## config.mk

```make
export PLATFORM = sky130hd
export DESIGN_NAME = ntour_ram
export DESIGN_NICKNAME = d
export VERILOG_FILES = /design/src/hdl/ntour_ram.sv
export SDC_FILE = /design/constraint.sdc
export NUM_CORES = 2
export LEC_CHECK = 0
export BUFFER_PORTS_ARGS = -buffer_cell sky130_fd_sc_hd__buf_2
export CORE_AREA = 2 2 317 632
export DETAILED_ROUTE_END_ITERATION = 8
export DIE_AREA = 0 0 319 634
export SLEW_MARGIN = 20
export SYNTH_ARGS = -nofsm -noshare
export SYNTH_HDL_FRONTEND = slang
export SYNTH_SLANG_ARGS = --single-unit
```

## constraint.sdc

```tcl
create_clock -name clock -period 4.23 [get_ports clock]
set_clock_uncertainty 0.05 [all_clocks]
set_input_delay 0.846 -clock clock [delete_from_list [all_inputs] [get_ports clock]]
set_output_delay 0.846 -clock clock [all_outputs]
set_load 0.1 [all_outputs]
```

## src/hdl/ntour_ram.sv

```systemverilog
// Generic simple dual-port RAM: one write port, one read port with registered data.
// No dependencies.
module ntour_ram #(
   parameter int WIDTH = 32,
   parameter int DEPTH = 64
) (
   input  logic                     clock,
   input  logic                     we,
   input  logic [$clog2(DEPTH)-1:0] waddr,
   input  logic [WIDTH-1:0]         wdata,
   input  logic [$clog2(DEPTH)-1:0] raddr,
   output logic [WIDTH-1:0]         rdata
);

   logic [WIDTH-1:0] mem [DEPTH];
   logic [WIDTH-1:0] rdata_ff;

   always_ff @(posedge clock) begin
      if (we) begin
         mem[waddr] <= wdata;
      end
      rdata_ff <= mem[raddr];
   end

   assign rdata = rdata_ff;

endmodule

```

==> results_dict.tcl <==
set metrics [dict create \
    status "finished, final reports clean" \
    drtPass1Iterations 5 \
    path_cells "buf_8 > buf_12 > buf_4 > mux4_2 > mux4_2 > o22ai_1 > nor2_1" \
    combPwrFrac_pct 6.0 \
    synth_top_area_share_pct 78.3 \
    portBuffers 77 \
    cts_hold_buf 0 \
    p_sw_share_pct 21.6 \
    die_y_microns 634 \
    start_kind "input port" \
    track_usage_pct 21.3 \
    rsz0062_at_grt "no" \
    cp-end-kind "register" \
    seq_area_frac_synth_pct 79.1 \
    antenna_found_initial 18 \
    postRouteAntennaNets 0 \
    switchingPower_w 0.00912 \
    crit_fanout 33 \
    worstHoldStart "wdata[17]" \
    synthSimpleGateAreaFrac_pct 1.27 \
    tightest_slew_ns 1.11 \
    drc 0 \
    dpl_cell_area_sq_mm 0.0842 \
    post_cts_buffers 0 \
    timing.rr.start "mem[15][18]" \
    ctsHtreeMaxLevel 4 \
    max_freq_mhz 325 \
    routed_wirelength_microns 216000 \
    synth_fa_ha_area_share_pct 0 \
    cts_tree "done" \
    rr_worst_depth 4 \
    grt_pass1_vias 38700 \
    synth_common_cells "edfxtp_1 (2048), mux4_2 (544), nor2_1 (137)" \
    synth_top_family_by_area "multiplexers" \
    wl_per_cell_microns 34.0 \
    hold_depth 1 \
    synth_mux_area_share_pct 16.8 \
    crit_buf_inv 3 \
    hold_viol_final 0 \
    synth_cell_types 34 \
    rows 231 \
    synth.cell_area_sq_mm 0.0785 \
    synth_xor_area_share_pct 0 \
    async_reset_ff_share_pct 0 \
    vias 37000 \
    peakVddDrop_mv 0.291 \
    required_ns 4.83 \
    critical_path_class "input port to register" \
    clockBufferDepth 4 \
    finalMaxSlewViolations 0 \
    cp_slowest_stage_delay_ns 0.66 \
    rrSetupSlack_ns 1.87 \
    drt_iter0_drc 3374 \
    synth_compound_area_share_pct 1.67 \
    post-synth-top-area-cell "edfxtp_1" \
    hpwlAfterDp_microns 133000 \
    root_buffer "clkbuf_16" \
    setup-tns-final_ns 0 \
    synthCells 3324 \
    fill_cells 16300 \
    ioPinCount 78 \
    layout-drive-gt1-share_pct 31.6 \
    grt_max_degree 65 \
    die_area_sq_mm 0.202 \
    leakagePower_nw 27.9 \
    power_frac_seq_pct 54.3 \
    hp-class "input port to register" \
    slew_headroom_pct 26.3 \
    syn_to_final_growth_pct 14.7 \
    path_clk_slew_ns 0.06 \
    cp_top_family "multiplexers" \
    cp_slowest_cell "o22ai_1" \
    min_to "mem[37][17]" \
    final_cell_count_no_fill 6348 \
    crit_arrival_ns 3.68 \
    overflow 0 \
    p_int_w 0.0331 \
    min_period_ns 3.08 \
    synth-edff-count 2048 \
    fin_nets 3690 \
    crit_top_cell "mux4_2" \
    clockPowerShare_pct 39.7 \
    synth_warnings 0 \
    syn_nets 3370 \
    maxCapViolCount 0 \
    core_area_sq_mm 0.198 \
    ys_seq_elements 2080 \
    setup_viol 0 \
    post-route-period-util_pct 72.8 \
    dp.cells 6030 \
    r2r_end "rdata[18]" \
    dieWidth_microns 319 \
    cts.sinks 2080 \
    vias_per_cell 5.83 \
    syn_avg_cell_area_sq_um 23.6 \
    numCtsBuffers 175 \
    ys.flop_type "edfxtp_1" \
    ys_top_cells_by_area "edfxtp_1 (78%), mux4_2 (16%), mux2i_1 (1.2%)" \
    gp_congestion 0.809 \
    powerDensity_mw_per_mm2 468 \
    finalInstanceArea_sq_mm 0.0900 \
    synth.most_common_cell "edfxtp_1" \
    grt_pass1_wl_microns 301000 \
    cts_resized 0 \
    start_util_pct 39.7 \
    clock_latency_ns 0.83 \
]
[cell usage in the layout, fill, tap and decap left out, types with 3 or more instances in the layout]
cell and instances:
diode_2 6, or3b_2 3, nor2b_1 15, edfxtp_1 2048, clkinv_1 26, buf_4 222
nor3_1 5, bufinv_16 24, o32ai_1 4, a22oi_1 12, nand2b_1 7, dfxtp_1 32
nor2_1 75, a311oi_1 8, mux4_2 544, clkbuf_16 181, and3_1 4, a21oi_1 62
nor2_4 62, nand2_1 26, clkbuf_1 31, nand3b_1 5, a41o_1 4, clkinv_2 31
clkinvlp_4 7, clkbuf_8 7, mux2i_1 93, buf_8 3, nand3_1 5, o22ai_1 84
buf_2 54, or3_1 3, o221ai_1 27, buf_12 45
[cells by family after synthesis]
group                  Yosys count
AOI/OAI and AO/OA              202
buffers and inverters          182
DFF                           2080
muxes                          637
and+or+nand+nor                223
[routing by layer]
| layer | routed length, microns | vias to the layer above | GRT usage, % |
|---|---|---|---|
| met3 | 11500 | 382 | 2.76 |
| met1 | 74200 | 20400 | 23.8 |
| li1 | - | 14900 | - |
| met4 | 9460 | 12 | 8.79 |
| met5 | 69 | - | 0 |
| met2 | 120000 | 1341 | 40.6 |
[power groups by stage]
stage	registers (W)	logic, W	clock network, W
global route	0.0229	0.00263	0.0177
finish	0.0229	0.00252	0.0167
detailed placement	0.0234	0.00255	0
CTS	0.0229	0.00255	0.0170
global placement	0.0234	0.00252	0
floorplan	0.0236	0.00111	0
[state kept, by name, indices dropped and copies added (netlist names)]
| register | count |
|---|---|
| rdata | 32 |
| mem | 2048 |
[per-stage QoR]
step / worst slack [ns] / hold WS [ns] / total power [W] / utilization (%)
finish: 1.15 / 0.524 / 0.0422 / 45.5
global route: 1.05 / 0.516 / 0.0432 / 45.5
CTS: 1.15 / 0.464 / 0.0425 / 45.5
detailed placement: 0.298 / 0.800 / 0.0259 / 42.6
global placement: 0.326 / 0.795 / 0.0259 / 42.6
floorplan: 0.174 / 0.613 / 0.0247 / -
[worst max path at each step]
stage                         start  cells past startpoint  slack (ns)          to
after floorplan            waddr[3]                      4        0.17  mem[48][0]
after global placement     raddr[0]                      7        0.33   rdata[18]
after detailed placement   raddr[0]                      7        0.30   rdata[18]
after CTS                 rdata[21]                      1        1.15   rdata[21]
after global routing       raddr[0]                      7        1.05   rdata[18]
final                      raddr[0]                      7        1.15   rdata[18]
[layout make-up]
type,instances,area (sq um),share of cell area [%]
diodes,6,15.0,0.0167
repair buffers,325,2890,3.21
flip-flops and latches,2080,62100,69.0
well taps,2563,3210,3.56
multi-input cells,1062,16000,17.7
clock buffers,219,4740,5.27
clock inverters,93,1070,1.19
[worst register-to-register path, stage by stage, from the launching register on]
cell,delay [ns]
edfxtp_1,0.37
mux4_2,0.49
mux4_2,0.51
o22ai_1,0.66
nor2_1,0.15
No activity file was read; power rests on OpenSTA's default activity.
