### config.mk
export PLATFORM = sky130hd
export DESIGN_NAME = ntour_dist
export DESIGN_NICKNAME = d
export VERILOG_FILES = /design/src/hdl/ntour_pkg.sv /design/src/hdl/ntour_dist.sv
export SDC_FILE = /design/constraint.sdc
export NUM_CORES = 2
export LEC_CHECK = 0
export BUFFER_PORTS_ARGS = -buffer_cell sky130_fd_sc_hd__buf_4
export CORE_UTILIZATION = 45
export CTS_CLUSTER_SIZE = 30
export DETAILED_ROUTE_END_ITERATION = 7
export GPL_ROUTABILITY_DRIVEN = 0
export PLACE_DENSITY = 0.65
export SLEW_MARGIN = 20
export SYNTH_ARGS = -nofsm -noshare
export SYNTH_HDL_FRONTEND = slang
export SYNTH_SLANG_ARGS = --single-unit
### constraint.sdc
create_clock -name clock -period 12.54 [get_ports clock]
set_input_delay 0.627 -clock clock [delete_from_list [all_inputs] [get_ports clock]]
set_output_delay 0.627 -clock clock [all_outputs]
set_load 0.005 [all_outputs]
### src/hdl/ntour_pkg.sv
// Package for the nearest-neighbor tour block: sizes, opcodes, sequencer states
// and the structs passed between the sequencer and the distance pipeline.
// No dependencies.
package ntour_pkg;

   localparam int MAX_POINTS       = 64;
   localparam int COORD_BITS       = 16;
   localparam int IDX_BITS         = $clog2(MAX_POINTS);
   localparam int FIELD_IDX_BITS   = 6;
   localparam int FIELD_COORD_BITS = 16;
   localparam int CNT_BITS         = 7;
   localparam int LEN_BITS         = 31;
   localparam int FRAC_BITS        = 8;
   localparam int SUM_W            = 2 * COORD_BITS + 1;
   localparam int RAD_W            = ((SUM_W + 2 * FRAC_BITS + 1) / 2) * 2;
   localparam int ROOT_W           = RAD_W / 2;
   localparam int REM_W            = ROOT_W + 2;

   localparam logic [CNT_BITS-1:0] PCOUNT_RESET = 7'd64;

   localparam logic OP_LOAD = 1'b0;
   localparam logic OP_RUN  = 1'b1;

   typedef enum logic [2:0] {
      ST_IDLE,
      ST_FETCH,
      ST_LATCH,
      ST_EMIT,
      ST_SCAN,
      ST_DRAIN,
      ST_PICK
   } seq_state_type;

   typedef struct packed {
      logic [COORD_BITS-1:0] x;
      logic [COORD_BITS-1:0] y;
   } point_type;

   typedef struct packed {
      logic                  valid;
      logic [IDX_BITS-1:0]   idx;
      logic [COORD_BITS-1:0] cur_x;
      logic [COORD_BITS-1:0] cur_y;
   } dist_req_type;

   typedef struct packed {
      logic                valid;
      logic [IDX_BITS-1:0] idx;
      logic [ROOT_W-1:0]   root;
   } dist_rsp_type;

endpackage

### src/hdl/ntour_dist.sv
// Distance pipeline: |dx|,|dy|, squares, sum, then one root bit per stage of
// floor(256*sqrt(dx^2+dy^2)). Accepts one candidate per cycle. Depends on ntour_pkg.
module ntour_dist import ntour_pkg::*; (
   input  logic         clock,
   input  logic         reset,
   input  dist_req_type issue,
   input  point_type    rdata,
   output dist_rsp_type result,
   output logic         busy
);

   logic                    tag_v_ff;
   logic [IDX_BITS-1:0]     tag_idx_ff;
   logic                    v1_ff, v2_ff, v3_ff;
   logic [IDX_BITS-1:0]     idx1_ff, idx2_ff, idx3_ff;
   logic [COORD_BITS-1:0]   dx_ff, dy_ff;
   logic [COORD_BITS-1:0]   dx_in, dy_in;
   logic [2*COORD_BITS-1:0] dx2_ff, dy2_ff;
   logic [SUM_W-1:0]        sum_ff;

   logic [ROOT_W-1:0]   sq_v_ff;
   logic [IDX_BITS-1:0] sq_idx_ff  [ROOT_W];
   logic [RAD_W-1:0]    sq_rad_ff  [ROOT_W];
   logic [REM_W-1:0]    sq_rem_ff  [ROOT_W];
   logic [ROOT_W-1:0]   sq_root_ff [ROOT_W];

   logic [RAD_W-1:0]  in_rad  [ROOT_W];
   logic [REM_W-1:0]  in_rem  [ROOT_W];
   logic [ROOT_W-1:0] in_root [ROOT_W];
   logic [REM_W-1:0]  rem_sh  [ROOT_W];
   logic [REM_W-1:0]  trial   [ROOT_W];
   logic [ROOT_W-1:0] ge;
   logic [RAD_W-1:0]  sq_rad_in  [ROOT_W];
   logic [REM_W-1:0]  sq_rem_in  [ROOT_W];
   logic [ROOT_W-1:0] sq_root_in [ROOT_W];

   always_comb begin
      dx_in = (rdata.x > issue.cur_x) ? rdata.x - issue.cur_x : issue.cur_x - rdata.x;
      dy_in = (rdata.y > issue.cur_y) ? rdata.y - issue.cur_y : issue.cur_y - rdata.y;
   end

   // one restoring square-root step per stage
   always_comb begin
      for (int k = 0; k < ROOT_W; k++) begin
         if (k == 0) begin
            in_rad[k]  = RAD_W'({sum_ff, {(2 * FRAC_BITS){1'b0}}});
            in_rem[k]  = '0;
            in_root[k] = '0;
         end else begin
            in_rad[k]  = sq_rad_ff[k-1];
            in_rem[k]  = sq_rem_ff[k-1];
            in_root[k] = sq_root_ff[k-1];
         end
         rem_sh[k]     = {in_rem[k][REM_W-3:0], in_rad[k][RAD_W-1 -: 2]};
         trial[k]      = {in_root[k], 2'b01};
         ge[k]         = (rem_sh[k] >= trial[k]);
         sq_rem_in[k]  = ge[k] ? rem_sh[k] - trial[k] : rem_sh[k];
         sq_root_in[k] = {in_root[k][ROOT_W-2:0], ge[k]};
         sq_rad_in[k]  = in_rad[k] << 2;
      end
   end

   always_ff @(posedge clock) begin
      if (reset) begin
         tag_v_ff <= 1'b0;
         v1_ff    <= 1'b0;
         v2_ff    <= 1'b0;
         v3_ff    <= 1'b0;
         sq_v_ff  <= '0;
      end else begin
         tag_v_ff <= issue.valid;
         v1_ff    <= tag_v_ff;
         v2_ff    <= v1_ff;
         v3_ff    <= v2_ff;
         sq_v_ff  <= {sq_v_ff[ROOT_W-2:0], v3_ff};
      end
   end

   always_ff @(posedge clock) begin
      tag_idx_ff <= issue.idx;
      idx1_ff    <= tag_idx_ff;
      dx_ff      <= dx_in;
      dy_ff      <= dy_in;
      idx2_ff    <= idx1_ff;
      dx2_ff     <= (2 * COORD_BITS)'(dx_ff) * (2 * COORD_BITS)'(dx_ff);
      dy2_ff     <= (2 * COORD_BITS)'(dy_ff) * (2 * COORD_BITS)'(dy_ff);
      idx3_ff    <= idx2_ff;
      sum_ff     <= SUM_W'(dx2_ff) + SUM_W'(dy2_ff);
      for (int k = 0; k < ROOT_W; k++) begin
         sq_idx_ff[k]  <= (k == 0) ? idx3_ff : sq_idx_ff[k-1];
         sq_rad_ff[k]  <= sq_rad_in[k];
         sq_rem_ff[k]  <= sq_rem_in[k];
         sq_root_ff[k] <= sq_root_in[k];
      end
   end

   assign result.valid = sq_v_ff[ROOT_W-1];
   assign result.idx   = sq_idx_ff[ROOT_W-1];
   assign result.root  = sq_root_ff[ROOT_W-1];
   assign busy         = tag_v_ff | v1_ff | v2_ff | v3_ff | (|sq_v_ff);

endmodule

==> impl_metrics.ini <==
[logic_synthesis]
synth.lib_cells_used.distinct = 88
synth-edff-count = 0
netlist.top_cell.by_area = dfxtp_1
async_reset_ff_share_pct = 0
synth_top_cells_by_area = dfxtp_1 42%, ha_1 11%, fa_1 9.4%, inv_1 5.4%, xnor2_1 3.6%
netlist_area_before_placement_sq_mm = 0.07134
yosysWarnings = 0
syn-num-nets = 8346
yosys.area.top_type_share_pct = 41.59
yosys_most_used_dff = dfxtp_1
synthCells = 7307
synth.avg_cell_area_sq_um = 9.763
flip_flop_and_latch_count_after_synthesis = 1482
synth_sequential_area_ratio_pct = 41.59

[floorplanning]
die_height_um = 400.2
top_level_ports = 106
floorplan.rows = 145
initial_core_utilization_pct = 45.51
die-area_sq_mm = 0.1601
core_sq_mm = 0.1568
width_of_the_die_um = 400.2

[critical_path]
crit_path_max_fanout = 17
critical_path.startpoint_type = register
setup.worst_path.start = dx_ff[6]
critPathRequiredTime_ps = 13250
r2r.worst_path.cells = 22
worst-endpoint-arrival_ps = 7730
path_type_of_the_worst_setup_path = register to register
crit_path_end_kind = register
reg2reg_from = dx_ff[6]
worst_r2r_endpoint = dx2_ff[30]
regToRegSetupSlack_ps = 5520
worst_setup_path_endpoint = dx2_ff[30]

[cts]
cts-resized-gates = 0
cts_made_buffers = 147
cts_post_setup_buffers_inserted = 0
hold_fix_buffers_cts = 6
clock_root_buffer = clkbuf_16
clock_h_tree_levels = 4
clock_network_latency_to_the_later_pin_of_the_worst_skew_pair_ps = 800
tritoncts_clock_tree = built
clock_path_buffers = 3
path_clk_slew_ps = 60
num_clock_sinks = 1482

[worst_hold_path]
holdCritPathClass = input port to register
min_path_cells = 2

[final_layout]
layout-area-overhead-vs-synth_pct = 11.39
multi_input_area_sq_mm = 0.03727
mostFrequentLayoutCell = dfxtp_1
final_util_pct = 50.70
drive_gt1_share_pct = 6.776
ff_latch_area_sq_mm = 0.02967
num-nets-final = 8480
final.fill_count = 14156
commonest_cells_after_routing_fill_and_taps_aside = 1482 x dfxtp_1, 1017 x inv_1, 630 x ha_1

[grt]
grt_antenna_before_repair = 0
gr-total-overflow = 0
grt_max_degree = 41
grt_pass1_wl_um = 230500
grt.total_usage_pct = 17.29
grt_pass1_vias = 49171

[place]
buffer_ports.inserted = 105
post_dp_hpwl_um = 107000

[job]
max_capacitance_violation_total = 0

[routing]
count_of_routing_violations_after_the_opening_detailed_route_iteration = 2215
dr_total_vias = 48591
post_drt_via_cell_ratio = 5.054
wire_per_inst_um = 14.31
drt_pass1_iterations = 6
drt.antenna.violating_nets = 0
sum_of_routed_wire_length_over_all_layers_um = 137600
detail_route.drc_violations = 0

[sta]
report.final.hold_viol_count = 0
timing.setup.tns_ps = 0
holdWs_ps = 57.79
timing.final.crit_share_pct = 56.02
max_freq_ghz = 0.1424
finalMaxSlewViolations = 0
rsz_0062_raised_after_global_routing = no
fin_crit_ps = 7024
finalClockSkew_ps = 41.88
max-slew-margin-rel_pct = 30.05
tightest_slew_ps = 1023
setup_violations = 0

[outcome]
outcome = finished, final reports clean
## Yosys cell counts (10+ instances only)
cell type,number
nand4b_1,11
a21oi_1,380
nand3_1,79
nor2_1,380
o21ai_0,312
mux2_2,60
nand2b_1,78
fa_1,336
dfxtp_1,1482
nor3_1,123
nor3b_1,10
a31o_2,19
or2_2,46
a21boi_0,21
buf_4,10
nor2b_1,93
o21a_1,91
nor4_1,84
o31ai_1,39
nand3b_1,15
a31oi_1,36
xnor2_1,292
a21o_1,164
o21bai_1,35
or4_1,30
inv_1,1017
or3_1,61
a211oi_1,46
and2_1,105
nand2_1,528
clkbuf_1,107
ha_1,630
a211o_1,12
o211ai_1,29
buf_2,21
and3_1,32
a2111oi_0,10
xor2_1,251
mux2i_1,18
nand4_1,63
## layer usage
| metal | global-route usage, % | up-vias | routed length (um) |
|---|---|---|---|
| li1 | - | 24490 | - |
| met1 | 20.03 | 22833 | 58510 |
| met2 | 31.63 | 969 | 69250 |
| met3 | 2.718 | 299 | 5428 |
| met4 | 6.688 | 0 | 4379 |
| met5 | 0 | - | 0 |
## worst max-delay path, cell delays in order (launching register included)
cell and delay [ps]:
dfxtp_1 790, nand2_1 210, fa_1 580, inv_1 60
fa_1 500, inv_1 60, fa_1 530, inv_1 50
fa_1 440, fa_1 490, inv_1 50, fa_1 480
inv_1 40, ha_1 310, and2_1 210, and3_1 190
nand2_1 50, o21ai_0 340, a31oi_1 230, a311oi_1 620
o22ai_1 310, a31oi_1 260, xor2_1 160
## cell type report
type	count	share of cell area (%)
clock buffers	194	5.194
inverters	1021	4.823
well taps	2058	3.240
flip-flops and latches	1482	37.33
diodes	1	0.003149
multi-input cells	4660	46.90
repair buffers	129	1.247
clock inverters	70	1.263
## flip-flops by register name (all words and copies together), names as in the netlist, 6 cells and up
name,cells
sq_root_ff,325
sq_rad_ff,272
dx_ff,16
sq_v_ff,25
idx1_ff,6
dy_ff,16
idx2_ff,6
sq_rem_ff,555
idx3_ff,6
dx2_ff,31
sum_ff,33
sq_idx_ff,150
dy2_ff,31
tag_idx_ff,6
## kinds of logic (layout without fill, tap and decap cells)
| kind of cell | Yosys count | in the layout | share of synthesized area, % |
|---|---|---|---|
| simple gates | 1759 | 1759 | 12.12 |
| mux | 79 | 79 | 1.215 |
| other cells | 1 | 2 | 0.005257 |
| xor+xnor | 543 | 543 | 6.666 |
| flops | 1482 | 1482 | 41.59 |
| buf+inv | 1165 | 1414 | 6.240 |
| compound gates | 1312 | 1312 | 11.68 |
| fa+ha+maj | 966 | 966 | 20.48 |
## per-stage QoR
step / instances / setup WS, ps / cell area, sq um
4_1_cts: 9614 / 5566 / 79470
5_1_grt: 9614 / 5110 / 79470
3_3_place_gp: 9342 / 5693 / 74250
2_1_floorplan: 7307 / 6449 / 71340
6_report: 9615 / 5516 / 79470
3_5_place_dp: 9344 / 5572 / 74270
## worst min-delay path by stage
stage	slack, ps	from	endpoint
detailed placement	310	idx1_ff[4]	idx2_ff[4]
CTS	3	issue[38]	tag_v_ff
global placement	310	sq_idx_ff[1][37]	sq_idx_ff[1][43]
finish	60	issue[38]	tag_v_ff
global route	60	issue[38]	tag_v_ff
floorplan	310	tag_idx_ff[0]	idx1_ff[0]
Power is left out: the tool's default activity adds up to more than one toggle a clock period on the data nets, which glitch-free logic cannot reach.
