File: config.mk
export PLATFORM = sky130hd
export DESIGN_NAME = ntour_seq_flat
export DESIGN_NICKNAME = d
export VERILOG_FILES = /design/src/hdl/ntour_pkg.sv /design/src/hdl/ntour_ifs.sv /design/src/hdl/ntour_seq.sv /design/src/flat_wrapper.sv
export SDC_FILE = /design/constraint.sdc
export NUM_CORES = 1
export LEC_CHECK = 0
export ABC_AREA = 1
export BUFFER_PORTS_ARGS = -buffer_cell sky130_fd_sc_hd__clkbuf_2
export CAP_MARGIN = 5
export CELL_PAD_IN_SITES_DETAIL_PLACEMENT = 0
export CELL_PAD_IN_SITES_GLOBAL_PLACEMENT = 2
export CORE_MARGIN = 1.5
export CORE_UTILIZATION = 32
export CTS_CLUSTER_DIAMETER = 100
export DETAILED_ROUTE_END_ITERATION = 7
export PLACE_DENSITY_LB_ADDON = 0.1
export RECOVER_POWER = 100
export SLEW_MARGIN = 10
export SYNTH_ARGS = -nofsm -noshare
export SYNTH_HDL_FRONTEND = slang
export SYNTH_SLANG_ARGS = --single-unit
File: constraint.sdc
create_clock -name clock -period 5.05 [get_ports clock]
set_input_delay 1.01 -clock clock [delete_from_list [all_inputs] [get_ports clock]]
set_output_delay 1.01 -clock clock [all_outputs]
set_load 0.01 [all_outputs]
File: src/hdl/ntour_pkg.sv
// Package for the nearest-neighbor tour block: sizes, opcodes, sequencer states
// and the structs passed between the sequencer and the distance pipeline.
// No dependencies.
package ntour_pkg;

   localparam int MAX_POINTS       = 64;
   localparam int COORD_BITS       = 16;
   localparam int IDX_BITS         = $clog2(MAX_POINTS);
   localparam int FIELD_IDX_BITS   = 6;
   localparam int FIELD_COORD_BITS = 16;
   localparam int CNT_BITS         = 7;
   localparam int LEN_BITS         = 31;
   localparam int FRAC_BITS        = 8;
   localparam int SUM_W            = 2 * COORD_BITS + 1;
   localparam int RAD_W            = ((SUM_W + 2 * FRAC_BITS + 1) / 2) * 2;
   localparam int ROOT_W           = RAD_W / 2;
   localparam int REM_W            = ROOT_W + 2;

   localparam logic [CNT_BITS-1:0] PCOUNT_RESET = 7'd64;

   localparam logic OP_LOAD = 1'b0;
   localparam logic OP_RUN  = 1'b1;

   typedef enum logic [2:0] {
      ST_IDLE,
      ST_FETCH,
      ST_LATCH,
      ST_EMIT,
      ST_SCAN,
      ST_DRAIN,
      ST_PICK
   } seq_state_type;

   typedef struct packed {
      logic [COORD_BITS-1:0] x;
      logic [COORD_BITS-1:0] y;
   } point_type;

   typedef struct packed {
      logic                  valid;
      logic [IDX_BITS-1:0]   idx;
      logic [COORD_BITS-1:0] cur_x;
      logic [COORD_BITS-1:0] cur_y;
   } dist_req_type;

   typedef struct packed {
      logic                valid;
      logic [IDX_BITS-1:0] idx;
      logic [ROOT_W-1:0]   root;
   } dist_rsp_type;

endpackage

File: src/hdl/ntour_ifs.sv
// Valid/ready channel interfaces for the request (load/run) and response (tour city) beats.
// Depends on ntour_pkg.
interface ntour_req_if import ntour_pkg::*; ();
   logic                        valid;
   logic                        ready;
   logic                        opcode;
   logic [FIELD_IDX_BITS-1:0]   point_index;
   logic [FIELD_COORD_BITS-1:0] point_x;
   logic [FIELD_COORD_BITS-1:0] point_y;

   modport source (output valid, opcode, point_index, point_x, point_y, input ready);
   modport sink   (input valid, opcode, point_index, point_x, point_y, output ready);
endinterface

interface ntour_rsp_if import ntour_pkg::*; ();
   logic                      valid;
   logic                      ready;
   logic [FIELD_IDX_BITS-1:0] tour_position;
   logic [FIELD_IDX_BITS-1:0] city_index;
   logic                      last_city;
   logic [LEN_BITS-1:0]       tour_length;

   modport source (output valid, tour_position, city_index, last_city, tour_length,
                   input ready);
   modport sink   (input valid, tour_position, city_index, last_city, tour_length,
                   output ready);
endinterface

File: src/hdl/ntour_seq.sv
// Tour sequencer: point loads, visited map, nearest-candidate selection, length
// accumulation and the response output register. Depends on ntour_pkg, ntour_ifs.
module ntour_seq import ntour_pkg::*; (
   input  logic                  clock,
   input  logic                  reset,
   ntour_req_if.sink             req_bus,
   ntour_rsp_if.source           rsp_bus,
   input  logic                  csr_wr_en,
   input  logic [CNT_BITS-1:0]   csr_wr_data,
   output logic                  ram_we,
   output logic [IDX_BITS-1:0]   ram_waddr,
   output point_type             ram_wdata,
   output logic [IDX_BITS-1:0]   ram_raddr,
   input  point_type             ram_rdata,
   output dist_req_type          issue,
   input  dist_rsp_type          dist_out,
   input  logic                  dist_busy
);

   seq_state_type state_ff, state_in;
   logic [CNT_BITS-1:0]   point_count_ff, point_count_in;
   logic [CNT_BITS-1:0]   cnt_clip;
   logic [MAX_POINTS-1:0] visited_ff, visited_in;
   logic [IDX_BITS-1:0]   cur_ff, cur_in;
   logic [LEN_BITS-1:0]   length_ff, length_in;
   logic                  closing_ff, closing_in;
   logic                  found_ff, found_in;
   logic [IDX_BITS-1:0]   pos_ff, pos_in;
   logic [IDX_BITS-1:0]   last_pos_ff, last_pos_in;
   logic [IDX_BITS-1:0]   scan_idx_ff, scan_idx_in;
   logic [COORD_BITS-1:0] cur_x_ff, cur_x_in, cur_y_ff, cur_y_in;
   logic [ROOT_W-1:0]     best_root_ff, best_root_in;
   logic [IDX_BITS-1:0]   best_idx_ff, best_idx_in;
   logic                  rsp_valid_ff, rsp_valid_in;
   logic [FIELD_IDX_BITS-1:0] rsp_pos_ff, rsp_pos_in, rsp_city_ff, rsp_city_in;
   logic                  rsp_last_ff, rsp_last_in;
   logic [LEN_BITS-1:0]   rsp_len_ff, rsp_len_in;
   logic                  out_free;

   always_comb begin
      if (point_count_ff == '0) begin
         cnt_clip = CNT_BITS'(1);
      end else if (point_count_ff > CNT_BITS'(MAX_POINTS)) begin
         cnt_clip = CNT_BITS'(MAX_POINTS);
      end else begin
         cnt_clip = point_count_ff;
      end
   end

   assign out_free      = !rsp_valid_ff || rsp_bus.ready;
   assign req_bus.ready = (state_ff == ST_IDLE);

   always_comb begin
      state_in       = state_ff;
      point_count_in = csr_wr_en ? csr_wr_data : point_count_ff;
      visited_in     = visited_ff;
      cur_in         = cur_ff;
      length_in      = length_ff;
      closing_in     = closing_ff;
      found_in       = found_ff;
      pos_in         = pos_ff;
      last_pos_in    = last_pos_ff;
      scan_idx_in    = scan_idx_ff;
      cur_x_in       = cur_x_ff;
      cur_y_in       = cur_y_ff;
      best_root_in   = best_root_ff;
      best_idx_in    = best_idx_ff;
      rsp_valid_in   = rsp_valid_ff && !rsp_bus.ready;
      rsp_pos_in     = rsp_pos_ff;
      rsp_city_in    = rsp_city_ff;
      rsp_last_in    = rsp_last_ff;
      rsp_len_in     = rsp_len_ff;
      ram_we         = 1'b0;
      ram_waddr      = req_bus.point_index[IDX_BITS-1:0];
      ram_wdata.x    = req_bus.point_x[COORD_BITS-1:0];
      ram_wdata.y    = req_bus.point_y[COORD_BITS-1:0];
      ram_raddr      = scan_idx_ff;
      issue.valid    = 1'b0;
      issue.idx      = scan_idx_ff;
      issue.cur_x    = cur_x_ff;
      issue.cur_y    = cur_y_ff;

      // strict less-than on the truncated distance keeps the lowest index
      if (dist_out.valid && (closing_ff || !visited_ff[dist_out.idx]) &&
          (!found_ff || dist_out.root[ROOT_W-1:FRAC_BITS] <
                        best_root_ff[ROOT_W-1:FRAC_BITS])) begin
         found_in     = 1'b1;
         best_root_in = dist_out.root;
         best_idx_in  = dist_out.idx;
      end

      case (state_ff)
         ST_IDLE: begin
            if (req_bus.valid) begin
               if (req_bus.opcode == OP_LOAD) begin
                  ram_we = (int'(req_bus.point_index) < MAX_POINTS);
               end else begin
                  visited_in  = MAX_POINTS'(1);
                  cur_in      = '0;
                  length_in   = '0;
                  pos_in      = '0;
                  closing_in  = 1'b0;
                  last_pos_in = IDX_BITS'(cnt_clip - CNT_BITS'(1));
                  state_in    = ST_FETCH;
               end
            end
         end
         ST_FETCH: begin
            ram_raddr = cur_ff;
            state_in  = ST_LATCH;
         end
         ST_LATCH: begin
            cur_x_in = ram_rdata.x;
            cur_y_in = ram_rdata.y;
            if (pos_ff == last_pos_ff) begin
               // closing edge back to point 0
               closing_in  = 1'b1;
               scan_idx_in = '0;
               found_in    = 1'b0;
               state_in    = ST_SCAN;
            end else begin
               state_in = ST_EMIT;
            end
         end
         ST_EMIT: begin
            if (out_free) begin
               rsp_valid_in = 1'b1;
               rsp_pos_in   = FIELD_IDX_BITS'(pos_ff);
               rsp_city_in  = FIELD_IDX_BITS'(cur_ff);
               rsp_last_in  = closing_ff;
               rsp_len_in   = closing_ff ? length_ff : '0;
               scan_idx_in  = '0;
               found_in     = 1'b0;
               state_in     = closing_ff ? ST_IDLE : ST_SCAN;
            end
         end
         ST_SCAN: begin
            issue.valid = 1'b1;
            if (closing_ff || scan_idx_ff == last_pos_ff) begin
               state_in = ST_DRAIN;
            end else begin
               scan_idx_in = scan_idx_ff + IDX_BITS'(1);
            end
         end
         ST_DRAIN: begin
            if (!dist_busy) begin
               state_in = ST_PICK;
            end
         end
         ST_PICK: begin
            length_in = length_ff + LEN_BITS'(best_root_ff);
            if (closing_ff) begin
               state_in = ST_EMIT;
            end else begin
               pos_in                  = pos_ff + IDX_BITS'(1);
               cur_in                  = best_idx_ff;
               visited_in[best_idx_ff] = 1'b1;
               state_in                = ST_FETCH;
            end
         end
         default: begin
            state_in = ST_IDLE;
         end
      endcase
   end

   always_ff @(posedge clock) begin
      if (reset) begin
         state_ff       <= ST_IDLE;
         point_count_ff <= PCOUNT_RESET;
         visited_ff     <= '0;
         cur_ff         <= '0;
         length_ff      <= '0;
         closing_ff     <= 1'b0;
         found_ff       <= 1'b0;
         rsp_valid_ff   <= 1'b0;
      end else begin
         state_ff       <= state_in;
         point_count_ff <= point_count_in;
         visited_ff     <= visited_in;
         cur_ff         <= cur_in;
         length_ff      <= length_in;
         closing_ff     <= closing_in;
         found_ff       <= found_in;
         rsp_valid_ff   <= rsp_valid_in;
      end
   end

   always_ff @(posedge clock) begin
      pos_ff       <= pos_in;
      last_pos_ff  <= last_pos_in;
      scan_idx_ff  <= scan_idx_in;
      cur_x_ff     <= cur_x_in;
      cur_y_ff     <= cur_y_in;
      best_root_ff <= best_root_in;
      best_idx_ff  <= best_idx_in;
      rsp_pos_ff   <= rsp_pos_in;
      rsp_city_ff  <= rsp_city_in;
      rsp_last_ff  <= rsp_last_in;
      rsp_len_ff   <= rsp_len_in;
   end

   assign rsp_bus.valid         = rsp_valid_ff;
   assign rsp_bus.tour_position = rsp_pos_ff;
   assign rsp_bus.city_index    = rsp_city_ff;
   assign rsp_bus.last_city     = rsp_last_ff;
   assign rsp_bus.tour_length   = rsp_len_ff;

endmodule

File: src/flat_wrapper.sv
// flat-port wrapper written by rule: the top's interface ports become plain ports
module ntour_seq_flat import ntour_pkg::*;
  (clock, reset, csr_wr_en, csr_wr_data, ram_we, ram_waddr, ram_wdata, ram_raddr, ram_rdata, issue, dist_out, dist_busy, req_bus_valid, req_bus_opcode, req_bus_point_index, req_bus_point_x, req_bus_point_y, req_bus_ready, rsp_bus_valid, rsp_bus_tour_position, rsp_bus_city_index, rsp_bus_last_city, rsp_bus_tour_length, rsp_bus_ready);
  ntour_req_if req_bus_i ();
  ntour_rsp_if rsp_bus_i ();
  input  logic clock;
  input  logic reset;
  input  logic csr_wr_en;
  input  logic [CNT_BITS-1:0] csr_wr_data;
  output logic ram_we;
  output logic [IDX_BITS-1:0] ram_waddr;
  output point_type ram_wdata;
  output logic [IDX_BITS-1:0] ram_raddr;
  input  point_type ram_rdata;
  output dist_req_type issue;
  input  dist_rsp_type dist_out;
  input  logic dist_busy;
  input wire logic [$bits(req_bus_i.valid)-1:0] req_bus_valid;
  input wire logic [$bits(req_bus_i.opcode)-1:0] req_bus_opcode;
  input wire logic [$bits(req_bus_i.point_index)-1:0] req_bus_point_index;
  input wire logic [$bits(req_bus_i.point_x)-1:0] req_bus_point_x;
  input wire logic [$bits(req_bus_i.point_y)-1:0] req_bus_point_y;
  output wire logic [$bits(req_bus_i.ready)-1:0] req_bus_ready;
  output wire logic [$bits(rsp_bus_i.valid)-1:0] rsp_bus_valid;
  output wire logic [$bits(rsp_bus_i.tour_position)-1:0] rsp_bus_tour_position;
  output wire logic [$bits(rsp_bus_i.city_index)-1:0] rsp_bus_city_index;
  output wire logic [$bits(rsp_bus_i.last_city)-1:0] rsp_bus_last_city;
  output wire logic [$bits(rsp_bus_i.tour_length)-1:0] rsp_bus_tour_length;
  input wire logic [$bits(rsp_bus_i.ready)-1:0] rsp_bus_ready;
  assign req_bus_i.valid = req_bus_valid;
  assign req_bus_i.opcode = req_bus_opcode;
  assign req_bus_i.point_index = req_bus_point_index;
  assign req_bus_i.point_x = req_bus_point_x;
  assign req_bus_i.point_y = req_bus_point_y;
  assign req_bus_ready = req_bus_i.ready;
  assign rsp_bus_valid = rsp_bus_i.valid;
  assign rsp_bus_tour_position = rsp_bus_i.tour_position;
  assign rsp_bus_city_index = rsp_bus_i.city_index;
  assign rsp_bus_last_city = rsp_bus_i.last_city;
  assign rsp_bus_tour_length = rsp_bus_i.tour_length;
  assign rsp_bus_i.ready = rsp_bus_ready;
  ntour_seq u_core (.clock(clock), .reset(reset), .req_bus(req_bus_i), .rsp_bus(rsp_bus_i), .csr_wr_en(csr_wr_en), .csr_wr_data(csr_wr_data), .ram_we(ram_we), .ram_waddr(ram_waddr), .ram_wdata(ram_wdata), .ram_raddr(ram_raddr), .ram_rdata(ram_rdata), .issue(issue), .dist_out(dist_out), .dist_busy(dist_busy));
endmodule
==> reports/results.ini, run 1 <==
[timing]
fmax_mhz=265.2
worst_slew_pin_slew_ns=2.274
relSlewSlack=-0.5215
setup_tns_ns=0
fin_skew_ns=0.01811
finalCritPeriodShare=0.7468
final_max_slew_viol_count=139
timing.hold.ws_ns=0.4671
finalHoldViolCount=0
rsz0062_at_grt=false
setup_viol=0
fin_crit_ns=3.771

[placement]
gp_congestion=0.8344
io_buffers=169
dp_hpwl_mm=25.03

[clock_network]
clock_sinks=239
root_buffer=clkbuf_16
cts_setup_buffers=0
clk_latency_ns=0.55
cts_tree=done
h-tree-depth=1
clk_pin_slew_ns=0.06
post_cts_resized=0
clock_path_buffers=3
ctsHoldBuffers=0
cts_made_buffers=28

[detailed_routing]
vias=9397
ant_nets=0
wl_per_cell_um=16.96
wl_mm=33.64
drtIter0Drc=432
viasPerCell=4.736
drc=0
drtPass1Iterations=5

[logic_synthesis]
synth_top_cell_by_area=edfxtp_1
ys_ff_latch=239
yosysWarningCount=0
synth_ff_type=edfxtp_1
synth_top_area_frac=0.3263
synth_area_um2=11500
synth_edf_count=125
ys_types=39
syn_area_per_cell_um2=8.440
yosysMostFrequentCell=nand2_1
synthArstFlopShare=0
synthTopCellsByCount=nand2_1 (280), nor2_1 (175), a21oi_1 (173)
syn_inst=1363
ys_seq_area_frac=0.5247
synth.area.top_cells=edfxtp_1 (33%), dfxtp_1 (20%), nand2_1 (9.1%), a21oi_1 (7.5%), nor2_1 (5.7%)
synthesis.nets=1524

[layout]
n_antenna_cell=0
final-seq-area_um2=6036
nets=1663
fin_util=0.3747
drive_gt1_frac=0.07617
fillCellCount=3792
multiInputGateArea_um2=4488
syn_to_final_growth_pct=15.59

[critical_path]
path_cells=inv_1, nor2_1, inv_1, nor2_1, inv_1, nor2_1, clkbuf_2
arrival_ns=3.95
reg2reg_from=u_core.state_ff[1]
critical_path.slowest_cell=nor2_1
path_delay_family=simple AND/OR/NAND/NOR gates
path_buf_inv=4
setup.worst_path.start=u_core.state_ff[1]
critical-path-max-stage-delay_ns=1.67
cp-end-kind=flip-flop
setup.worst_path.start_class=flip-flop
path_class=reg2reg
crit_fanout=26
cp.required_ns=5.22

[pwr]
power.density_nw_per_um2=330.7
peakVddDrop_mv=0.2206
total_power_mw=4.397
leakage_nw=5.371

[die]
io_pins=246
die_y_um=192.6
core-area_um2=35480
die_w_um=192.6
die_area_um2=37090
std_cell_rows=69
start_util=0.3242

[grt]
gr-total-overflow=0
grt_antenna_before_repair=0
grt_max_degree=36
grt_pass1_vias=9205
grt_use_total=0.1811
grt_pass1_wl_mm=51.86

[run_status]
failed_checks=capacitance limit, slew limit
status=complete, but fails checks

[min_path]
hold_path.class=reg2reg
holdCritStartpoint=u_core.visited_ff[22]

[run]
cap_violations=5

==> layout make-up <==
| class | instances | share of cell area |
|---|---|---|
| clock buffers | 44 | 0.06182 |
| clock inverters | 7 | 0.004423 |
| inverters | 143 | 0.04037 |
| multi-input cells | 908 | 0.3375 |
| flip-flops and latches | 239 | 0.4539 |
| well taps | 461 | 0.04338 |
| repair buffers | 182 | 0.05853 |
==> worst register-to-register path: stages, from the launching register on <==
cell and delay (ns):
dfxtp_1 0.38, inv_1 0.11, nor2_1 0.10, inv_1 0.09, nor2_1 0.16, inv_1 0.09
nor2_1 1.67, clkbuf_2 0.79
==> logic make-up (layout without fill, tap and decap cells) <==
logic type	after synthesis	in the layout	synth area share
flops	239	239	0.5247
buf+inv	216	376	0.08484
compound gates	244	244	0.1103
xor+xnor	10	10	0.007613
fa+ha+maj	45	45	0.04960
simple gates	609	609	0.2230
==> path summary, 6_finish.rpt <==
path / end / slack, ns / cells after the start
setup / recovery: u_core.rsp_bus.tour_length[13] / 1.28 / 7
hold / removal: u_core.visited_ff[22] / 0.47 / 2
setup reg to reg: u_core.rsp_bus.tour_length[13] / 1.28 / 7
hold reg to reg: u_core.visited_ff[22] / 0.47 / 2
==> layout by cell type, fill, tap and decap left out, types with 9 or more instances in the layout <==
cell type,synthesis,layout
inv_1,139,140
a21oi_1,173,173
nand3_1,91,91
nor3_1,31,33
ha_1,44,44
edfxtp_1,125,125
clkbuf_16,0,29
dfxtp_1,114,114
nand2_1,280,280
clkbuf_1,19,133
nor2_1,175,175
clkbuf_2,0,52
or2_2,9,9
o21ai_0,53,53
==> registers in the layout (all words and copies together), names as in the netlist, 7 cells and up <==
signal and flops:
u_core.visited_ff 64, u_core.length_ff 31, u_core.rsp_bus.tour_length 31, u_core.best_root_ff 25, u_core.cur_x_ff 16, u_core.cur_y_ff 16
u_core.point_count_ff 7
==> per-stage QoR <==
stage / cell area, um^2 / setup slack (ns) / std cells
after floorplan: 11500 / 1.062 / 1363
final: 13300 / 1.279 / 1984
after CTS: 13490 / 1.957 / 1984
after global placement: 12610 / 1.379 / 1933
after global routing: 13300 / 0.8460 / 1984
after detailed placement: 12610 / 1.363 / 1933
==> where the power goes <==
group          internal, mW  leakage (nW)  switching, mW
logic                0.0974          2.87          0.222
clock network          1.16         0.433          0.797
registers              2.09          2.07         0.0335
==> layer usage <==
metal | track usage | wire length [um]
met5 | 0 | 0
met4 | 0.03369 | 433
met3 | 0.03055 | 1699
met2 | 0.3059 | 15780
met1 | 0.2441 | 15730
No activity file was read; power rests on OpenSTA's default activity.
==> run 2, diff against run 1 <==
==> constraint.sdc (replaced) <==
create_clock -name clock -period 3.5 [get_ports clock]
set_input_delay 0.7 -clock clock [delete_from_list [all_inputs] [get_ports clock]]
set_output_delay 0.7 -clock clock [all_outputs]
set_load 0.01 [all_outputs]
==> run 2 against run 1 <==
The run still ends with capacitance limit, slew limit left. Sequential share of layout area fell by 0.48 points. Cell count rose by 0.20%. Sequential cell count did not move. First-iteration DRC count fell by 0.46%. Global-route usage rose by 0.074 points. Core utilization rose by 0.40 points. Critical path depth did not move. Wire length rose by 1.4%. Largest power group unchanged. Highest routed layer unchanged.
==> reports/results.ini, run 2 (synthesized netlist as in run 1, its figures left out) <==
[clock_network]
cts_tree=done
ctsHoldBuffers=0
cts_made_buffers=29
cts_setup_buffers=0
clock_path_buffers=3
root_buffer=clkbuf_16
post_cts_resized=0
clk_pin_slew_ns=0.06
h-tree-depth=1
clk_latency_ns=0.56
clock_sinks=239

[detailed_routing]
wl_mm=34.12
viasPerCell=4.694
drc=0
ant_nets=0
drtPass1Iterations=5
drtIter0Drc=430
wl_per_cell_um=17.16
vias=9331

[critical_path]
critical-path-max-stage-delay_ns=1.47
cp.required_ns=3.74
setup.worst_path.start_class=flip-flop
crit_fanout=29
cp-end-kind=flip-flop
critical_path.slowest_cell=nor2_1
rr_worst_depth=7
arrival_ns=3.24
path_class=reg2reg
path_cells=inv_1, nor2_1, inv_1, nor2_1, inv_1, nor2_1, buf_12

[placement]
place_ws_ns=0.2375
io_buffers=169
gp_congestion=0.8515
dp_hpwl_mm=25.14

[grt]
grt_antenna_before_repair=0
grt_pass1_wl_mm=52.12
grt_pass1_vias=9112
grt_use_total=0.1819
gr-total-overflow=0
grt_max_degree=35

[timing]
fmax_mhz=333.8
setup_ws_ns=0.5038
finalCritPeriodShare=0.8560
fin_crit_ns=2.996
rsz0062_at_grt=false
finalHoldViolCount=0
setup_tns_ns=0
relSlewSlack=-0.3365
fin_skew_ns=0.01894
setup_viol=0
final_max_slew_viol_count=83
worst_slew_pin_slew_ns=1.997

[run_status]
failed_checks=capacitance limit, slew limit
status=complete, but fails checks

[pwr]
total_power_mw=6.554
peakVddDrop_mv=0.3431
power_frac_comb=0.072
leakage_nw=5.431
p_seq_frac=0.467
swShare=0.2435
power.density_nw_per_um2=487.7
power.net_switching_mw=1.596
clkPwrFrac=0.461
internal-power_mw=4.958

[layout]
syn_to_final_growth_pct=16.82
largest_reg_flops=64
final_cell_mix=nand2_1 (281), nor2_1 (176), a21oi_1 (172)
largest-register=u_core.visited_ff
layout_commonest_cell=nand2_1
nets=1665
drive_gt1_frac=0.08644
n_antenna_cell=0

[die]
die_y_um=192.6
start_util=0.3242
core-area_um2=35480
io_pins=246
die_w_um=192.6
std_cell_rows=69
die_area_um2=37090

[min_path]
hold_depth=1
hold_path.class=in2reg

[run]
cap_violations=3

-- run 2: cell types whose count changed in the layout (fill, tap and decap cells not counted), sizes merged --
cell | before | now
clkinv | 7 | 8
clkinvlp | 0 | 3
bufinv | 1 | 2
clkbuf | 218 | 214
inv | 142 | 143
buf | 8 | 10
-- run 2: final timing paths --
check	startpoint	endpoint	slack, ns
hold / removal	ram_rdata[17]	u_core.cur_x_ff[1]	0.31
setup reg to reg	u_core.state_ff[1]	u_core.rsp_bus.tour_length[7]	0.50
setup / recovery	u_core.state_ff[1]	u_core.rsp_bus.tour_length[7]	0.50
hold reg to reg	u_core.visited_ff[19]	u_core.visited_ff[19]	0.47
-- run 2: area by class of cell --
cell class / count / area, um^2
Fill cell: 3775 / 22040
Sequential cell: 239 / 6036
Multi-Input combinational cell: 908 / 4513
Clock buffer: 41 / 832.0
Timing Repair Buffer: 183 / 817.0
Tap cell: 461 / 576.8
Inverter: 143 / 536.8
Clock inverter: 13 / 126.4
-- run 2: power by group through the flow --
| stage | Clock, mW | Sequential [mW] | Combinational (mW) |
|---|---|---|---|
| 6_report | 3.02 | 3.06 | 0.471 |
| 5_1_grt | 3.22 | 3.07 | 0.538 |
| 4_1_cts | 3.12 | 3.06 | 0.493 |
| 3_5_place_dp | 0 | 3.12 | 0.490 |
| 3_3_place_gp | 0 | 3.12 | 0.491 |
| 2_1_floorplan | 0 | 3.11 | 0.336 |
-- run 2: stage by stage --
| stage | std cells | utilization | cell area, um^2 | hold slack [ns] |
|---|---|---|---|---|
| final | 1988 | 0.3787 | 13440 | 0.3090 |
| after global routing | 1988 | 0.3787 | 13440 | 0.2816 |
| after CTS | 1988 | 0.3838 | 13620 | 0.2816 |
| after detailed placement | 1934 | 0.3567 | 12660 | 0.4554 |
| after global placement | 1934 | 0.3567 | 12660 | 0.4483 |
| after floorplan | 1363 | - | 11510 | 0.4064 |
-- run 2: critical path: cells and delay by family (launching register included) --
family        cells  cell delay (ns)
buf+inv           4             0.57
flops             1             0.39
simple gates      3             1.69
-- run 2: metal layers --
metal | global-route usage | wire length [um] | share of wire
met5 | 0 | 0 | 0
met4 | 0.04144 | 603 | 0.018
met3 | 0.02964 | 1672 | 0.049
met2 | 0.2949 | 15610 | 0.46
met1 | 0.2529 | 16230 | 0.48
==> run 3, diff against run 2 <==
==> constraint.sdc (replaced) <==
create_clock -name clock -period 3.1 [get_ports clock]
set_input_delay 0.62 -clock clock [delete_from_list [all_inputs] [get_ports clock]]
set_output_delay 0.62 -clock clock [all_outputs]
set_load 0.01 [all_outputs]
==> run 3 against run 2 <==
The run still ends with capacitance limit, slew limit left. Combinational power up 12%. Sequential cell count unchanged. Sequential power up 13%. Largest cell class unchanged. Maximum frequency up 4.6%. First-iteration DRC count up 3.7%. Largest power group unchanged.
==> reports/results.ini, run 3 (synthesized netlist as in run 1, its figures left out) <==
[run_status]
status=complete, but fails checks
failed_checks=capacitance limit, slew limit

[pwr]
power_frac_comb=0.071
peakVddDrop_mv=0.4947
leakage_nw=5.455
swShare=0.2389
power.net_switching_mw=1.771
power.density_nw_per_um2=551.0
p_seq_frac=0.466
internal-power_mw=5.644
clkPwrFrac=0.463

[die]
start_util=0.3242
die_area_um2=37090
io_pins=246
die_y_um=192.6
std_cell_rows=69
die_w_um=192.6
core-area_um2=35480

[critical_path]
cp.required_ns=3.37
crit_end=u_core.best_root_ff[11]
setup.worst_path.start=u_core.best_root_ff[16]
path_class=reg2reg
setup.worst_path.start_class=flip-flop
r2r-end=u_core.best_root_ff[11]
reg2reg_from=u_core.best_root_ff[16]
arrival_ns=3.13
worst-r2r-setup-slack_ns=0.23
cp-end-kind=flip-flop
rr_worst_depth=8
crit_fanout=22

[grt]
use_met3=0.02637
grt_use_total=0.1833
gr-total-overflow=0
grt_pass1_wl_mm=52.79
busiest_layer=met2
met1_usage=0.2451
grt_max_degree=64
grt_antenna_before_repair=0
use_met2=0.3095
grt_pass1_vias=9422

[clock_network]
cts_tree=done
cts_setup_buffers=0
clk_pin_slew_ns=0.06
post_cts_resized=0
root_buffer=clkbuf_16
h-tree-depth=1
clk_latency_ns=0.55
clock_path_buffers=3
clock_sinks=239
ctsHoldBuffers=0
cts_made_buffers=29

[timing]
finalCritPeriodShare=0.9242
fin_crit_ns=2.865
setup_viol=0
relSlewSlack=-0.2274
finalHoldViolCount=0
fin_skew_ns=0.01327
setup_tns_ns=0
timing.hold.ws_ns=0.2454
final_max_slew_viol_count=99
fmax_mhz=349.0
rsz0062_at_grt=false
worst_slew_pin_slew_ns=1.841

[layout]
layout_commonest_cell=nand2_1
nets=1672
fillCellCount=3784
final_cell_mix=nand2_1 (281), nor2_1 (175), a21oi_1 (172)
n_antenna_cell=0
drive_gt1_frac=0.08475
largest_reg_flops=64
final-seq-area_um2=6036
multiInputGateArea_um2=4499
largest-register=u_core.visited_ff
syn_to_final_growth_pct=16.99

[placement]
dp_hpwl_mm=25.28
gp_congestion=0.8179
io_buffers=169

[detailed_routing]
drtPass1Iterations=5
wl_per_cell_um=17.04
drtIter0Drc=446
viasPerCell=4.716
wl_mm=33.99
ant_nets=0
vias=9409
drc=0

[run]
cap_violations=3

[min_path]
hold_path.class=in2reg

-- run 3: cell count changes in the layout (fill, tap and decap cells not counted), moves of 2 or more --
cell        before  now
clkbuf_1       126  130
buf_4            8   11
clkbuf_8         4    1
clkinv_1         3    6
clkinvlp_4       3    0
nor3_1          28   31
bufinv_16        2    4
clkbuf_2        54   52
clkinv_2         5    7
nor3_2           4    2
-- run 3: final cells by class --
cell class              instances  area share
flip-flops and latches        239      0.4485
multi-input cells             908      0.3343
repair buffers                190     0.06266
clock buffers                  35     0.05634
well taps                     461     0.04286
inverters                     143     0.03988
clock inverters                19     0.01543
-- run 3: worst min-delay path by stage --
stage	startpoint	endpoint	depth (start not counted)
floorplan	u_core.closing_ff	u_core.rsp_bus.last_city	0
global placement	u_core.visited_ff[59]	u_core.visited_ff[59]	2
detailed placement	u_core.visited_ff[4]	u_core.visited_ff[4]	2
CTS	ram_rdata[0]	u_core.cur_y_ff[0]	1
global route	ram_rdata[13]	u_core.cur_y_ff[13]	1
finish	dist_out[1]	u_core.best_root_ff[1]	1
-- run 3: critical path: stages (launching register included) --
cell	delay [ns]
edfxtp_1	0.39
inv_1	0.06
ha_1	0.28
nand2_1	0.07
nor2_1	0.16
nand4_1	0.20
o311ai_0	1.02
a21oi_4	0.08
buf_4	0.30
-- run 3: routing by layer --
metal  wire, um  vias up
li1           -     4811
met1      16090     4368
met2      15650      185
met3       1452       45
met4        797        0
met5          0        -
-- run 3: stage by stage --
stage	util	instances	setup WS (ns)	instance area, um^2	power (mW)
5_1_grt	0.3793	1995	0.08359	13460	7.714
3_3_place_gp	0.3584	1941	0.05223	12720	4.084
6_report	0.3793	1995	0.2348	13460	7.415
4_1_cts	0.3857	1995	0.2857	13680	7.558
2_1_floorplan	-	1363	0.07895	11510	3.888
3_5_place_dp	0.3584	1941	0.02106	12720	4.083
-- run 3: power by group through the flow --
stage,registers [mW],clock network [mW],logic [mW]
final,3.46,3.43,0.526
after floorplan,3.51,0,0.379
after detailed placement,3.53,0,0.557
after global placement,3.53,0,0.558
after global routing,3.47,3.64,0.603
after CTS,3.46,3.54,0.560
